[src/rtl/assert_macros.svh]
// Assertion macros for the ellipse raster generator RTL.
`ifndef ASSERT_MACROS_SVH
`define ASSERT_MACROS_SVH
`ifndef SYNTHESIS
`define ERG_ASSERT(label, clk, rst_n, prop) \
    label: assert property (@(posedge clk) disable iff (!rst_n) prop) \
        else $error("ellipse raster generator: assertion failed");
`define ERG_NEVER(label, clk, rst_n, cond) \
    label: assert property (@(posedge clk) disable iff (!rst_n) !(cond)) \
        else $error("ellipse raster generator: forbidden condition seen");
`else
`define ERG_ASSERT(label, clk, rst_n, prop)
`define ERG_NEVER(label, clk, rst_n, cond)
`endif
`endif

[src/rtl/erg_pkg.sv]
// Shared constants and types of the ellipse raster generator.
package erg_pkg;

    localparam logic OP_START = 1'b0;
    localparam logic OP_STEP  = 1'b1;

    localparam logic CFG_LINE_PITCH = 1'b0;
    localparam logic CFG_DRAW_VALUE = 1'b1;

    localparam int CENTER_BITS  = 12;
    localparam int RAD_BITS     = 11;
    localparam int WALK_BITS    = 32;
    localparam int PITCH_BITS   = 13;
    localparam int VALUE_BITS   = 8;
    localparam int ADDR_BITS    = 24;
    localparam int TWO_SQ_BITS  = 24;

    localparam logic [PITCH_BITS-1:0] PITCH_RESET = 13'd256;
    localparam logic [VALUE_BITS-1:0] VALUE_RESET = 8'd1;

    localparam int QDEPTH    = 2;
    localparam int QPTR_BITS = 1;

    typedef struct packed {
        logic full;
        logic empty;
    } t_q_stat;

endpackage

[src/rtl/erg_front.sv]
// Command front end: decodes requests, runs the error-term walk and queues pixel records.
module erg_front
    import erg_pkg::*;
#(
    parameter int COORD_BITS = 12,
    parameter int ERR_BITS   = 40
) (
    input  logic                      i_clk,
    input  logic                      i_rst_n,
    input  logic                      i_accept,
    input  logic                      i_opcode,
    input  logic [CENTER_BITS-1:0]    i_center_x,
    input  logic [CENTER_BITS-1:0]    i_center_y,
    input  logic [RAD_BITS-1:0]       i_radius_x,
    input  logic [RAD_BITS-1:0]       i_radius_y,
    output logic                      o_idle,
    output logic                      o_push,
    output logic [4*COORD_BITS+1:0]   o_rec
);

    localparam int E2W = (ERR_BITS < 64) ? ERR_BITS + 1 : 64;

    localparam logic [1:0] PH_IDLE = 2'd0;
    localparam logic [1:0] PH_ARC  = 2'd1;
    localparam logic [1:0] PH_TIP  = 2'd2;
    localparam logic [1:0] PH_DONE = 2'd3;

    localparam logic [2:0] FS_IDLE = 3'd0;
    localparam logic [2:0] FS_MUL  = 3'd1;
    localparam logic [2:0] FS_SUM  = 3'd2;
    localparam logic [2:0] FS_UPD  = 3'd3;
    localparam logic [2:0] FS_ERR  = 3'd4;

    logic [2:0]                  r_fs, n_fs;
    logic [1:0]                  r_phase, n_phase;
    logic [COORD_BITS-1:0]       r_cc, r_cr;
    logic signed [WALK_BITS-1:0] r_wx;
    logic [WALK_BITS-1:0]        r_wy;
    logic [RAD_BITS-1:0]         r_tip, r_rad_a;
    logic [2*RAD_BITS-1:0]       r_aa, r_bb;
    logic signed [ERR_BITS-1:0]  r_xi, r_yi, r_err;
    logic [TWO_SQ_BITS-1:0]      r_tbs, r_tas;
    logic                        r_dx, r_dy;

    logic [31:0]                 cx32, cy32;
    logic signed [RAD_BITS+1:0]  one_m2a;
    logic signed [35:0]          xi_prod;
    logic signed [63:0]          xi_prod64;
    logic [63:0]                 aa64, tbs64, tas64;
    logic signed [ERR_BITS:0]    e2_full;
    logic signed [E2W-1:0]       e2, xi_ext, yi_ext;
    logic                        dx, dy;
    logic signed [ERR_BITS-1:0]  add_x, add_y;
    logic signed [WALK_BITS-1:0] wx_n;
    logic [WALK_BITS-1:0]        wy_n, wy_tip, wy_src;
    logic                        arc_leaves, arc_to_tip, tip_ends;
    logic                        step_tip;
    logic signed [31:0]          wx32;
    logic [31:0]                 wy32;
    logic [COORD_BITS-1:0]       xl, xh, yp, ym;
    logic                        rec_arc, rec_done;

    assign cx32 = {{(32-CENTER_BITS){1'b0}}, i_center_x};
    assign cy32 = {{(32-CENTER_BITS){1'b0}}, i_center_y};

    // Setup arithmetic: (1 - 2a) * b^2 and a^2, wrapped to the error width.
    assign one_m2a   = $signed((RAD_BITS+2)'(1)) - $signed({1'b0, r_rad_a, 1'b0});
    assign xi_prod   = one_m2a * $signed({1'b0, r_bb});
    assign xi_prod64 = 64'(xi_prod);
    assign aa64      = {{(64-2*RAD_BITS){1'b0}}, r_aa};
    assign tbs64     = {{(64-TWO_SQ_BITS){1'b0}}, r_tbs};
    assign tas64     = {{(64-TWO_SQ_BITS){1'b0}}, r_tas};

    // The doubled error is one bit wider than the error itself.
    assign e2_full = $signed({r_err, 1'b0});
    assign e2      = $signed(e2_full[E2W-1:0]);
    assign xi_ext  = E2W'(r_xi);
    assign yi_ext  = E2W'(r_yi);
    assign dx      = (e2 >= xi_ext);
    assign dy      = (yi_ext >= e2);

    assign add_x = r_dx ? r_xi : '0;
    assign add_y = r_dy ? r_yi : '0;
    assign wx_n  = r_wx + $signed({{(WALK_BITS-1){1'b0}}, r_dx});
    assign wy_n  = r_wy + {{(WALK_BITS-1){1'b0}}, r_dy};
    assign wy_tip = r_wy + {{(WALK_BITS-1){1'b0}}, 1'b1};

    assign arc_leaves = !wx_n[WALK_BITS-1] && (wx_n != '0);
    assign arc_to_tip = wy_n < {{(WALK_BITS-RAD_BITS){1'b0}}, r_tip};
    assign tip_ends   = wy_tip >= {{(WALK_BITS-RAD_BITS){1'b0}}, r_tip};

    assign step_tip = i_accept && (i_opcode == OP_STEP) && (r_phase == PH_TIP)
                      && (r_fs == FS_IDLE);

    // Arc records carry the walk position before the update, tip records after it.
    assign wy_src = (r_fs == FS_ERR) ? r_wy : wy_tip;
    assign wx32   = r_wx;
    assign wy32   = wy_src;
    assign yp     = r_cr + wy32[COORD_BITS-1:0];
    assign ym     = r_cr - wy32[COORD_BITS-1:0];
    assign xl     = (r_fs == FS_ERR) ? r_cc - wx32[COORD_BITS-1:0] : r_cc;
    assign xh     = (r_fs == FS_ERR) ? r_cc + wx32[COORD_BITS-1:0] : r_cc;
    assign rec_arc  = (r_fs == FS_ERR);
    assign rec_done = rec_arc ? (arc_leaves && !arc_to_tip) : tip_ends;

    assign o_rec  = {rec_arc, rec_done, xl, xh, yp, ym};
    assign o_push = (r_fs == FS_ERR) || step_tip;
    assign o_idle = (r_fs == FS_IDLE);

    always_comb begin
        n_fs    = r_fs;
        n_phase = r_phase;
        unique case (r_fs)
            FS_IDLE: begin
                if (i_accept) begin
                    if (i_opcode == OP_START) begin
                        n_fs    = FS_MUL;
                        n_phase = PH_ARC;
                    end else if (r_phase == PH_ARC) begin
                        n_fs = FS_UPD;
                    end else if (r_phase == PH_TIP && tip_ends) begin
                        n_phase = PH_DONE;
                    end
                end
            end
            FS_MUL: n_fs = FS_SUM;
            FS_SUM: n_fs = FS_IDLE;
            FS_UPD: n_fs = FS_ERR;
            FS_ERR: begin
                n_fs = FS_IDLE;
                if (arc_leaves) begin
                    n_phase = arc_to_tip ? PH_TIP : PH_DONE;
                end
            end
            default: begin
                n_fs = FS_IDLE;
            end
        endcase
    end

    always_ff @(posedge i_clk) begin
        if (!i_rst_n) begin
            r_fs    <= FS_IDLE;
            r_phase <= PH_IDLE;
        end else begin
            r_fs    <= n_fs;
            r_phase <= n_phase;
        end
    end

    always_ff @(posedge i_clk) begin
        if (!i_rst_n) begin
            r_cc    <= '0;
            r_cr    <= '0;
            r_wx    <= '0;
            r_wy    <= '0;
            r_tip   <= '0;
            r_rad_a <= '0;
            r_aa    <= '0;
            r_bb    <= '0;
            r_xi    <= '0;
            r_yi    <= '0;
            r_err   <= '0;
            r_tbs   <= '0;
            r_tas   <= '0;
            r_dx    <= 1'b0;
            r_dy    <= 1'b0;
        end else begin
            unique case (r_fs)
                FS_IDLE: begin
                    if (i_accept && i_opcode == OP_START) begin
                        r_cc    <= cx32[COORD_BITS-1:0];
                        r_cr    <= cy32[COORD_BITS-1:0];
                        r_wx    <= -$signed({{(WALK_BITS-RAD_BITS){1'b0}}, i_radius_x});
                        r_wy    <= '0;
                        r_tip   <= i_radius_y;
                        r_rad_a <= i_radius_x;
                        r_aa    <= (2*RAD_BITS)'(i_radius_x) * (2*RAD_BITS)'(i_radius_x);
                        r_bb    <= (2*RAD_BITS)'(i_radius_y) * (2*RAD_BITS)'(i_radius_y);
                    end else if (step_tip) begin
                        r_wy <= wy_tip;
                    end
                end
                FS_MUL: begin
                    r_xi  <= xi_prod64[ERR_BITS-1:0];
                    r_yi  <= $signed(aa64[ERR_BITS-1:0]);
                    r_tbs <= {1'b0, r_bb, 1'b0};
                    r_tas <= {1'b0, r_aa, 1'b0};
                end
                FS_SUM: begin
                    r_err <= r_xi + r_yi;
                end
                FS_UPD: begin
                    r_dx <= dx;
                    r_dy <= dy;
                    if (dx) begin
                        r_xi <= r_xi + $signed(tbs64[ERR_BITS-1:0]);
                    end
                    if (dy) begin
                        r_yi <= r_yi + $signed(tas64[ERR_BITS-1:0]);
                    end
                end
                FS_ERR: begin
                    r_err <= r_err + add_x + add_y;
                    r_wx  <= wx_n;
                    r_wy  <= wy_n;
                end
                default: begin
                end
            endcase
        end
    end

endmodule

[src/rtl/erg_queue.sv]
// Short record queue between the command front end and the pixel back end.
module erg_queue
    import erg_pkg::*;
#(
    parameter int WIDTH = 50
) (
    input  logic             i_clk,
    input  logic             i_rst_n,
    input  logic             i_push,
    input  logic [WIDTH-1:0] i_data,
    input  logic             i_pop,
    output logic [WIDTH-1:0] o_data,
    output t_q_stat          o_stat
);

    logic [WIDTH-1:0]     r_mem [QDEPTH];
    logic [QPTR_BITS-1:0] r_wr_ptr, r_rd_ptr;
    logic [QPTR_BITS:0]   r_count;

    assign o_data       = r_mem[r_rd_ptr];
    assign o_stat.full  = (r_count == (QPTR_BITS+1)'(QDEPTH));
    assign o_stat.empty = (r_count == '0);

    always_ff @(posedge i_clk) begin
        if (i_push) begin
            r_mem[r_wr_ptr] <= i_data;
        end
    end

    // The depth is a power of two, so the pointers simply wrap.
    always_ff @(posedge i_clk) begin
        if (!i_rst_n) begin
            r_wr_ptr <= '0;
            r_rd_ptr <= '0;
            r_count  <= '0;
        end else begin
            if (i_push) begin
                r_wr_ptr <= r_wr_ptr + 1'b1;
            end
            if (i_pop) begin
                r_rd_ptr <= r_rd_ptr + 1'b1;
            end
            priority if (i_push && !i_pop) begin
                r_count <= r_count + 1'b1;
            end else if (i_pop && !i_push) begin
                r_count <= r_count - 1'b1;
            end
        end
    end

endmodule

[src/rtl/erg_back.sv]
// Pixel back end: expands queued records into pixels and forms the linear address.
module erg_back
    import erg_pkg::*;
#(
    parameter int COORD_BITS = 12
) (
    input  logic                    i_clk,
    input  logic                    i_rst_n,
    input  logic [4*COORD_BITS+1:0] i_rec,
    input  t_q_stat                 i_stat,
    input  logic [PITCH_BITS-1:0]   i_line_pitch,
    input  logic [VALUE_BITS-1:0]   i_draw_value,
    output logic                    o_pop,
    output logic                    o_strobe,
    output logic [COORD_BITS-1:0]   o_pixel_x,
    output logic [COORD_BITS-1:0]   o_pixel_y,
    output logic [ADDR_BITS-1:0]    o_pixel_addr,
    output logic [VALUE_BITS-1:0]   o_pixel_value,
    output logic                    o_step_last,
    output logic                    o_ellipse_done
);

    localparam int CW = COORD_BITS;

    logic          rec_arc, rec_done;
    logic [CW-1:0] xl, xh, yp, ym;
    logic [1:0]    r_k;
    logic          have, last_k;
    logic [CW-1:0] sel_x, sel_y;

    logic          r_pv, r_last, r_done;
    logic [CW-1:0] r_px, r_py;
    logic [31:0]   pitch32, px32, py32, addr_full;

    assign rec_arc  = i_rec[4*CW+1];
    assign rec_done = i_rec[4*CW];
    assign xl       = i_rec[4*CW-1:3*CW];
    assign xh       = i_rec[3*CW-1:2*CW];
    assign yp       = i_rec[2*CW-1:CW];
    assign ym       = i_rec[CW-1:0];

    // Arc order: (xl, yp), (xh, yp), (xh, ym), (xl, ym); a tip record gives two pixels.
    assign have   = !i_stat.empty;
    assign last_k = rec_arc ? (r_k == 2'd3) : (r_k == 2'd1);
    assign o_pop  = have && last_k;

    always_comb begin
        if (rec_arc) begin
            sel_x = (r_k == 2'd1 || r_k == 2'd2) ? xh : xl;
            sel_y = r_k[1] ? ym : yp;
        end else begin
            sel_x = xl;
            sel_y = r_k[0] ? ym : yp;
        end
    end

    always_ff @(posedge i_clk) begin
        if (!i_rst_n) begin
            r_k      <= '0;
            r_pv     <= 1'b0;
            o_strobe <= 1'b0;
        end else begin
            if (o_pop) begin
                r_k <= '0;
            end else if (have) begin
                r_k <= r_k + 1'b1;
            end
            r_pv     <= have;
            o_strobe <= r_pv;
        end
    end

    assign pitch32   = {{(32-PITCH_BITS){1'b0}}, i_line_pitch};
    assign px32      = {{(32-CW){1'b0}}, r_px};
    assign py32      = {{(32-CW){1'b0}}, r_py};
    assign addr_full = pitch32 * py32 + px32;

    always_ff @(posedge i_clk) begin
        r_px           <= sel_x;
        r_py           <= sel_y;
        r_last         <= last_k;
        r_done         <= last_k && rec_done;
        o_pixel_x      <= r_px;
        o_pixel_y      <= r_py;
        o_pixel_addr   <= addr_full[ADDR_BITS-1:0];
        o_pixel_value  <= i_draw_value;
        o_step_last    <= r_last;
        o_ellipse_done <= r_done;
    end

endmodule

[src/rtl/ellipse_raster_generator.sv]
// Top level of the ellipse raster generator: request port, configuration port and pixel strobe.
//
// A request is taken at a rising edge with start high and busy low. Opcode start loads the
// centre and the two radii; the set-up multiplications keep busy high through the multiply and
// sum states and no pixel is produced. Opcode step advances the walk by one iteration: on the arc
// it yields four pixels, in the tip phase of a narrow ellipse two, and after the final pixel
// (flagged by o_ellipse_done) nothing.
// The front end runs an arc step through its update and error states and a tip step straight
// from idle, and hands each step to a two-entry record queue. The back end turns each record
// into pixels at one pixel per cycle, so the single pixel port sets the sustained rate. A pixel
// passes the queue, a selection register and an output register before it appears;
// busy also rises while the queue is full.
// Each pixel is on the outputs for exactly one cycle, marked by o_strobe; the receiver cannot
// hold pixels off. o_step_last marks the last pixel of a step.
// Configuration writes (index 0 line pitch, index 1 draw value) are taken whenever
// i_cfg_valid is high and should only be made while the block is idle.
// Reset is synchronous and active low: the walk returns to idle, the queue empties, the line
// pitch becomes 256 and the draw value 1.
`include "assert_macros.svh"

module ellipse_raster_generator
    import erg_pkg::*;
#(
    parameter int COORD_BITS = 12,
    parameter int ERR_BITS   = 40
) (
    input  logic                   i_clk,
    input  logic                   i_rst_n,
    input  logic                   start,
    output logic                   busy,
    input  logic                   i_opcode,
    input  logic [CENTER_BITS-1:0] i_center_x,
    input  logic [CENTER_BITS-1:0] i_center_y,
    input  logic [RAD_BITS-1:0]    i_radius_x,
    input  logic [RAD_BITS-1:0]    i_radius_y,
    input  logic                   i_cfg_valid,
    output logic                   o_cfg_ready,
    input  logic                   i_cfg_index,
    input  logic [PITCH_BITS-1:0]  i_cfg_data,
    output logic                   o_strobe,
    output logic [COORD_BITS-1:0]  o_pixel_x,
    output logic [COORD_BITS-1:0]  o_pixel_y,
    output logic [ADDR_BITS-1:0]   o_pixel_addr,
    output logic [VALUE_BITS-1:0]  o_pixel_value,
    output logic                   o_step_last,
    output logic                   o_ellipse_done
);

    localparam int REC_BITS = 4*COORD_BITS + 2;

    logic [PITCH_BITS-1:0] r_line_pitch;
    logic [VALUE_BITS-1:0] r_draw_value;

    logic                accept;
    logic                front_idle;
    logic                q_push, q_pop;
    logic [REC_BITS-1:0] q_in, q_out;
    t_q_stat             q_stat;

    assign o_cfg_ready = 1'b1;
    assign busy        = !front_idle || q_stat.full;
    assign accept      = start && !busy;

    always_ff @(posedge i_clk) begin
        if (!i_rst_n) begin
            r_line_pitch <= PITCH_RESET;
            r_draw_value <= VALUE_RESET;
        end else if (i_cfg_valid && o_cfg_ready) begin
            unique case (i_cfg_index)
                CFG_LINE_PITCH: r_line_pitch <= i_cfg_data;
                CFG_DRAW_VALUE: r_draw_value <= i_cfg_data[VALUE_BITS-1:0];
                default: begin
                end
            endcase
        end
    end

    erg_front #(
        .COORD_BITS (COORD_BITS),
        .ERR_BITS   (ERR_BITS)
    ) u_front (
        .i_clk      (i_clk),
        .i_rst_n    (i_rst_n),
        .i_accept   (accept),
        .i_opcode   (i_opcode),
        .i_center_x (i_center_x),
        .i_center_y (i_center_y),
        .i_radius_x (i_radius_x),
        .i_radius_y (i_radius_y),
        .o_idle     (front_idle),
        .o_push     (q_push),
        .o_rec      (q_in)
    );

    erg_queue #(
        .WIDTH (REC_BITS)
    ) u_queue (
        .i_clk   (i_clk),
        .i_rst_n (i_rst_n),
        .i_push  (q_push),
        .i_data  (q_in),
        .i_pop   (q_pop),
        .o_data  (q_out),
        .o_stat  (q_stat)
    );

    erg_back #(
        .COORD_BITS (COORD_BITS)
    ) u_back (
        .i_clk          (i_clk),
        .i_rst_n        (i_rst_n),
        .i_rec          (q_out),
        .i_stat         (q_stat),
        .i_line_pitch   (r_line_pitch),
        .i_draw_value   (r_draw_value),
        .o_pop          (q_pop),
        .o_strobe       (o_strobe),
        .o_pixel_x      (o_pixel_x),
        .o_pixel_y      (o_pixel_y),
        .o_pixel_addr   (o_pixel_addr),
        .o_pixel_value  (o_pixel_value),
        .o_step_last    (o_step_last),
        .o_ellipse_done (o_ellipse_done)
    );

    // A start request must hold off further requests while the set-up runs.
    `ERG_ASSERT(a_start_holds_busy, i_clk, i_rst_n, (accept && i_opcode == OP_START) |=> busy)
    `ERG_NEVER(a_no_push_when_full, i_clk, i_rst_n, q_push && q_stat.full && !q_pop)
    `ERG_NEVER(a_no_pop_when_empty, i_clk, i_rst_n, q_pop && q_stat.empty)
    `ERG_ASSERT(a_done_on_step_end, i_clk, i_rst_n, (o_strobe && o_ellipse_done) |-> o_step_last)

endmodule

[config.mk]
export PLATFORM = sky130hd
export DESIGN_NAME = ellipse_raster_generator
export DESIGN_NICKNAME = d
export VERILOG_FILES = /design/src/rtl/erg_pkg.sv /design/src/rtl/erg_front.sv /design/src/rtl/erg_queue.sv /design/src/rtl/erg_back.sv /design/src/rtl/ellipse_raster_generator.sv
export VERILOG_INCLUDE_DIRS = /design/src /design/src/rtl
export SDC_FILE = /design/constraint.sdc
export NUM_CORES = 2
export LEC_CHECK = 0
export CAP_MARGIN = 40
export CORE_MARGIN = 5
export CORE_UTILIZATION = 51
export CTS_CLUSTER_SIZE = 8
export DETAILED_ROUTE_END_ITERATION = 10
export DONT_BUFFER_PORTS = 1
export PLACE_DENSITY = 0.76
export SLEW_MARGIN = 20
export SYNTH_ARGS = -nofsm -noshare
export SYNTH_HDL_FRONTEND = slang
export SYNTH_HIERARCHICAL = 1
export SYNTH_SLANG_ARGS = --single-unit
[constraint.sdc]
create_clock -name i_clk -period 6.9 [get_ports i_clk]
set_input_delay 1.035 -clock i_clk [delete_from_list [all_inputs] [get_ports i_clk]]
set_output_delay 1.035 -clock i_clk [all_outputs]
set_load 0.05 [all_outputs]
# Word level (Yosys, flattened, before mapping)
# Memory sizes are Yosys's and may differ from the RTL's. A register that Yosys moved wholly into a read port is not among the register bits.
# Cells that the tools add are included.
# word_totals
reg_bits,438
ram_bits,100
out_inout_bits,61
mem_count,1
# classes
addsub,20
mul,4
magnitude_cmp,4
n_eq_ne,19
mux,39
n_bitwise,3
n_reduce_logical,39
# memory_table
name,words,word_bits,read_ports,rd_clocked_by_memory_dff,wr,line_no,rtl
u_queue.r_mem,2,50,1,1,1,erg_queue.sv:16,logic [WIDTH-1:0] r_mem [QDEPTH];
# ops
op,count
40-bit case mux with 2 select lines,3
40-bit 2-to-1 mux,4
32-bit case mux with 2 select lines,2
40-bit adder,3
12-bit 2-to-1 mux,8
32-bit 2-to-1 mux,3
40-bit by 24-bit adder with 40-bit output,2
11-bit by 11-bit multiplier with 22-bit output,2
40-bit by 41-bit greater-or-equal comparator with 1-bit output,1
41-bit by 40-bit greater-or-equal comparator with 1-bit output,1
13-bit by 23-bit multiplier with 36-bit output,1
32-bit by 1-bit adder with 32-bit output,1
32-bit by 1-bit adder with 32-bit output (second input constant),1
32-bit by 2-bit adder with 32-bit output,1
32-bit by 11-bit greater-or-equal comparator with 1-bit output,1
32-bit by 11-bit < comparator with 1-bit output,1
11-bit negation with 32-bit output,1
32-bit nonzero test,1
12-bit adder,2
24-bit by 12-bit adder with 24-bit output,1
13-bit by 12-bit multiplier with 24-bit output,1
12-bit subtractor,2
2-bit AND reduction,8
2-bit 2-to-1 mux,7
26 further kinds,70

# Depth between registers and ports, before layout
# depth
depth_word,13
ltp_mapped,30

# By module
# The synthesis kept the hierarchy.
# modules_own_cells
mod,instances,cells_each,area_per_inst_um2,seq_area_each_um2
erg_front,1,5499,43275.3,6386.1
erg_back,1,803,7722.4,1761.7
erg_queue,1,178,3814.9,3103.0
ellipse_raster_generator,1,91,870.8,420.4

# Worst setup path before layout
# OpenSTA, ideal clock, no wires.
# synth_timing
path_type,register to register
start,register u_front.r_rad_a[0]
end,register u_front.r_xi[34]
t_arrival_ps,7260
required_ps,6817
setup_slack_ps,-442
path_stages_with_launch,30
n_path_buf,3
period_less_slack_ps,7342
path_cell_list,dfxtp_1 > clkbuf_1 > clkbuf_1 > inv_1 > ha_1 > nand2_1 > nor2_1 > xnor2_1 > clkbuf_1 > and2_1 > fa_1 > inv_1 > fa_1 > inv_1 > fa_1 > fa_1 > fa_1 > inv_1 > fa_1 > inv_1 > ha_1 > o21ai_0 > o21ai_0 > o211ai_1 > or3_1 > a311o_1 > a211oi_2 > o21ai_0 > a2111o_1 > o221ai_1
# synth_between
elab_chain_cells,3
# synth_rtl
item,line_no,rtl
"start, declared",erg_front.sv:39,"logic [RAD_BITS-1:0] r_tip, r_rad_a;"
"start signal, assigned",erg_front.sv:177,r_rad_a <= i_radius_x;
1-bit by 12-bit subtractor with 13-bit output,erg_front.sv:67,"assign one_m2a = $signed((RAD_BITS+2)'(1)) - $signed({1'b0, r_rad_a, 1'b0});"
13-bit by 23-bit multiplier with 36-bit output,erg_front.sv:68,"assign xi_prod = one_m2a * $signed({1'b0, r_bb});"
40-bit case mux with 2 select lines,erg_front.sv:169,unique case (r_fs)
"end signal, assigned",erg_front.sv:185,r_xi <= xi_prod64[ERR_BITS-1:0];
"end signal, assigned",erg_front.sv:197,r_xi <= r_xi + $signed(tbs64[ERR_BITS-1:0]);
"end, declared",erg_front.sv:41,"logic signed [ERR_BITS-1:0] r_xi, r_yi, r_err;"
# No other way between the ends.
# A chain may end at the register's enable or synchronous reset.

# Worst setup path after layout
# layout_timing
start,register u_front.r_rad_a[5]
end,register u_front.r_xi[32]
# Same word-level chain as after synthesis.

==> summary.md <==
| Metric | Value |
|---|---|
| Slew headroom | `40.6%` |
| Syn Area/Cell | `between 8 and 9 um^2` |
| Failing checks | `negative setup slack` |
| CTS sink count | `around 530` |
| Post-layout instance area | `~60000 um^2` |
| DP HPWL | `around 120 mm` |
| CTS Root Cell | `clkbuf_16` |
| Most frequent cells in the layout | `nand2_1 (847), inv_1 (774), ha_1 (549)` |
| Placed inst area | `about 57000 um^2` |
| Hold_buf cts | `0` |
| Via Count | `between 40000 and 50000` |
| Cell Count Post-Placement | `7794` |
| GP Congestion | `0.982` |
| Initial antenna violation count | `6` |
| Final Critical Period | `roughly 6.9 ns` |
| Clk buf depth | `3` |
| Layout Area Growth over Synthesis | `8.23%` |
| PwrDens | `a little over 300 nW/um^2` |
| Flops & latches, synth | `between 500 and 600` |
| Filler Cells Inserted | `9585` |
| CTS tree | `yes` |
| Cell Area, Synth | `between 50000 and 60000 um^2` |
| Cell count after synthesis | `6571` |
| Setup WS post-layout | `-0.0359 ns` |
| EDFF count, synth | `100` |
| Vias in the first global route | `46200` |
| Largest net degree at the start of global routing | `roughly 130` |
| Post-Route Skew | `about 0.035 ns` |
| Distinct cell type count after synthesis | `100` |
| GRT Total Usage | `approximately 26%` |
| Chip height | `between 300 and 400 um` |
| Startpoint types | `register` |
| Pwr Total | `0.0187 W` |
| Final antenna-violating net count | `0` |
| Nets | `~7600` |
| Overflow left after global routing | `0` |
| Leak | `around 27 nW` |
| Core Box Area | `~110000 um^2` |
| Routed WL per cell | `~19 um` |
| Final slew viol count | `0` |
| Num ports | `around 130` |
| Total wire length | `154 mm` |
| Unrepaired setup endpoints after global routing | `true` |
| Run status | `finished, violations left` |
| Hold Path Class | `reg -> reg` |
| Pre-Repair DR Iteration Count | `6` |
| Starting Density | `around half` |
| Cell repeated most along the worst path | `fa_1` |
| CP max stage cell | `or4_4` |
| CP Data Arrival Time | `roughly 7.4 ns` |
| Slew @ Worst Pin | `between 0.8 and 0.9 ns` |
| Port Buffers | `0` |
| Clk_lat worst skew | `0.66 ns` |
| Syn. warnings | `6` |
| Critical path type | `reg -> reg` |
| Hold_ws | `around 0.33 ns` |
| Core Rows | `~120` |
| Via density per instance | `a little under 6` |
| Max-Cap Viols | `0` |
| DRC errors left | `0` |
| Full die area | `116000 um^2` |
| Number of buffers and inverters on the critical path | `6` |
| CTS clock-pin slew for the worst setup and hold paths | `0.05 ns` |
| Setup TNS | `-0.0387 ns` |
| Reg-to-reg slack, setup | `-0.04 ns` |
| Most common cell after layout, fill and taps aside | `nand2_1` |
| Crit share post-route | `101%` |
| CP top delay family | `adder cells` |
| Async SR Flop Fraction | `0%` |
| # H-tree levels | `3` |
| Sequential fraction of the synthesis area | `between 20% and 30%` |
| Layout cell share with drive strength beyond 1 | `7.08%` |
| Hold Fails Final Rpt | `0` |
| Num CTS Buffers | `around 80` |
| Required @ worst endpoint | `~7.4 ns` |
| Die X | `about 340 um` |
| Crit path max fanout | `7` |
| Iter 0 DRT Violations | `around 3900` |
| Top FF cell, synth | `dfxtp_1` |
| Final setup viols | `3` |
| Non-filler cells, final | `about 7900` |
| VDD IR max | `0.000438 V` |
| Max Clock Freq | `144 MHz` |
| CP peak stage delay | `0.56 ns` |
| Setup crit end kind | `register` |
| First-pass GRT wire length | `around 250 mm` |
## worst paths after layout
| kind | from | end | depth (start not counted) |
|---|---|---|---|
| max | u_front/r_rad_a[5]$_SDFFE_PN0P_ | u_front/r_xi[32]$_SDFFE_PN0P_ | 27 |
| max reg2reg | u_front/r_rad_a[5]$_SDFFE_PN0P_ | u_front/r_xi[32]$_SDFFE_PN0P_ | 27 |
| min reg2reg | u_back/r_last$_DFF_P_ | u_back/o_step_last$_DFF_P_ | 0 |
| min | u_back/r_last$_DFF_P_ | u_back/o_step_last$_DFF_P_ | 0 |
## flip-flops by register name, indices dropped and copies added, names as in the netlist, 11 cells and up, named ones only
name / flops
u_front/r_wx: 32
u_back/o_pixel_y: 12
u_back/o_pixel_addr: 24
u_front/r_aa: 20
u_front/r_cc: 12
u_front/r_err: 40
u_back/o_pixel_x: 12
u_front/r_tip: 11
u_front/r_tas: 21
u_front/r_yi: 40
u_back/r_py: 12
r_line_pitch: 13
u_front/r_cr: 12
u_front/r_bb: 20
u_queue/r_mem: 100
u_front/r_wy: 32
u_back/r_px: 12
u_front/r_xi: 40
u_front/r_rad_a: 11
u_front/r_tbs: 21
## repair_timing
item | CTS | global route
pin swaps | 29 | 22
endpoints found under the setup margin | 13 | 18
gates cloned | 1 | 0
buffers inserted | 5 | 6
endpoints found under the hold margin | 0 | 0
gates resized for setup | 29 | 28
## synthesized netlist by cell type, types with 32 or more instances
| cell | instances | share of area [%] |
|---|---|---|
| inv_1 | 777 | 5.2 |
| nand2_1 | 853 | 5.8 |
| mux2i_1 | 41 | 0.74 |
| xnor2_1 | 218 | 3.4 |
| a21oi_1 | 453 | 4.1 |
| nor3_1 | 115 | 1.0 |
| a31oi_1 | 57 | 0.64 |
| a21o_1 | 102 | 1.4 |
| edfxtp_1 | 100 | 5.4 |
| a211oi_1 | 64 | 0.86 |
| and3_1 | 48 | 0.54 |
| o21ai_0 | 242 | 2.2 |
| nand4_1 | 64 | 0.72 |
| nor2_1 | 342 | 2.3 |
| o211ai_1 | 47 | 0.63 |
| clkbuf_1 | 272 | 1.8 |
| o21a_1 | 33 | 0.44 |
| o31ai_1 | 33 | 0.44 |
| nor2b_1 | 37 | 0.42 |
| buf_2 | 32 | 0.29 |
| nand2b_1 | 37 | 0.42 |
| o21bai_1 | 38 | 0.51 |
| xor2_1 | 96 | 1.5 |
| and2_1 | 294 | 3.3 |
| nand3_1 | 125 | 1.1 |
| or3_1 | 48 | 0.54 |
| fa_1 | 508 | 18 |
| mux2_2 | 74 | 1.5 |
| ha_1 | 564 | 13 |
| dfxtp_1 | 433 | 16 |
## report_power, final
group | internal, W | switching (W)
clock network | 0.00222 | 0.00153
logic | 0.00490 | 0.00596
registers | 0.00344 | 0.000617
total | 0.0106 | 0.00810
## area by class of cell
type                       count  area [um^2]  share of cell area (%)
antenna                        4         10.0                  0.0166
tap                         1414         1770                    2.94
clock buffer                 111         2170                    3.60
sequential                   533        11700                    19.4
clock inverter                 8          208                   0.345
inverter                     777         2930                    4.85
timing repair buffer         158         1310                    2.18
multi-input combinational   4928        40200                    66.7
## worst register-to-register path, delay by kind of cell (launching register included)
| kind | cells | cell delay (ns) |
|---|---|---|
| fa+ha+maj | 7 | 3.21 |
| simple gates | 7 | 1.44 |
| compound gates | 7 | 1.18 |
| buf+inv | 6 | 0.68 |
| flops | 1 | 0.31 |
## metrics by stage
| stage | setup WS [ns] | util (%) |
|---|---|---|
| after floorplan | 0.00377 | - |
| after global placement | -0.193 | 52.7 |
| after detailed placement | -0.280 | 52.8 |
| after CTS | -0.00362 | 55.1 |
| after global routing | -0.296 | 55.4 |
| final | -0.0359 | 55.4 |
## routing by layer
metal / up-vias / part of all wire, % / global-route usage [%]
li1: 21900 / - / -
met1: 22900 / 43 / 35.1
met2: 1751 / 46 / 42.5
met3: 332 / 7.3 / 4.38
met4: 4 / 3.4 / 8.79
met5: - / 0.016 / 0
## cell families (layout without fill, tap and decap cells)
family          after synthesis  after routing  share of synthesized area (%)
compound gates             1314           1314                           15.0
xor+xnor                    314            314                           4.94
fa+ha+maj                  1072           1072                           30.9
buf+inv                    1117           1054                           7.75
flops                       533            533                           21.0
mux                         118            118                           2.29
other cells                   3             14                         0.0202
simple gates               2100           2100                           18.1
Power figures use the tool's default switching activity.
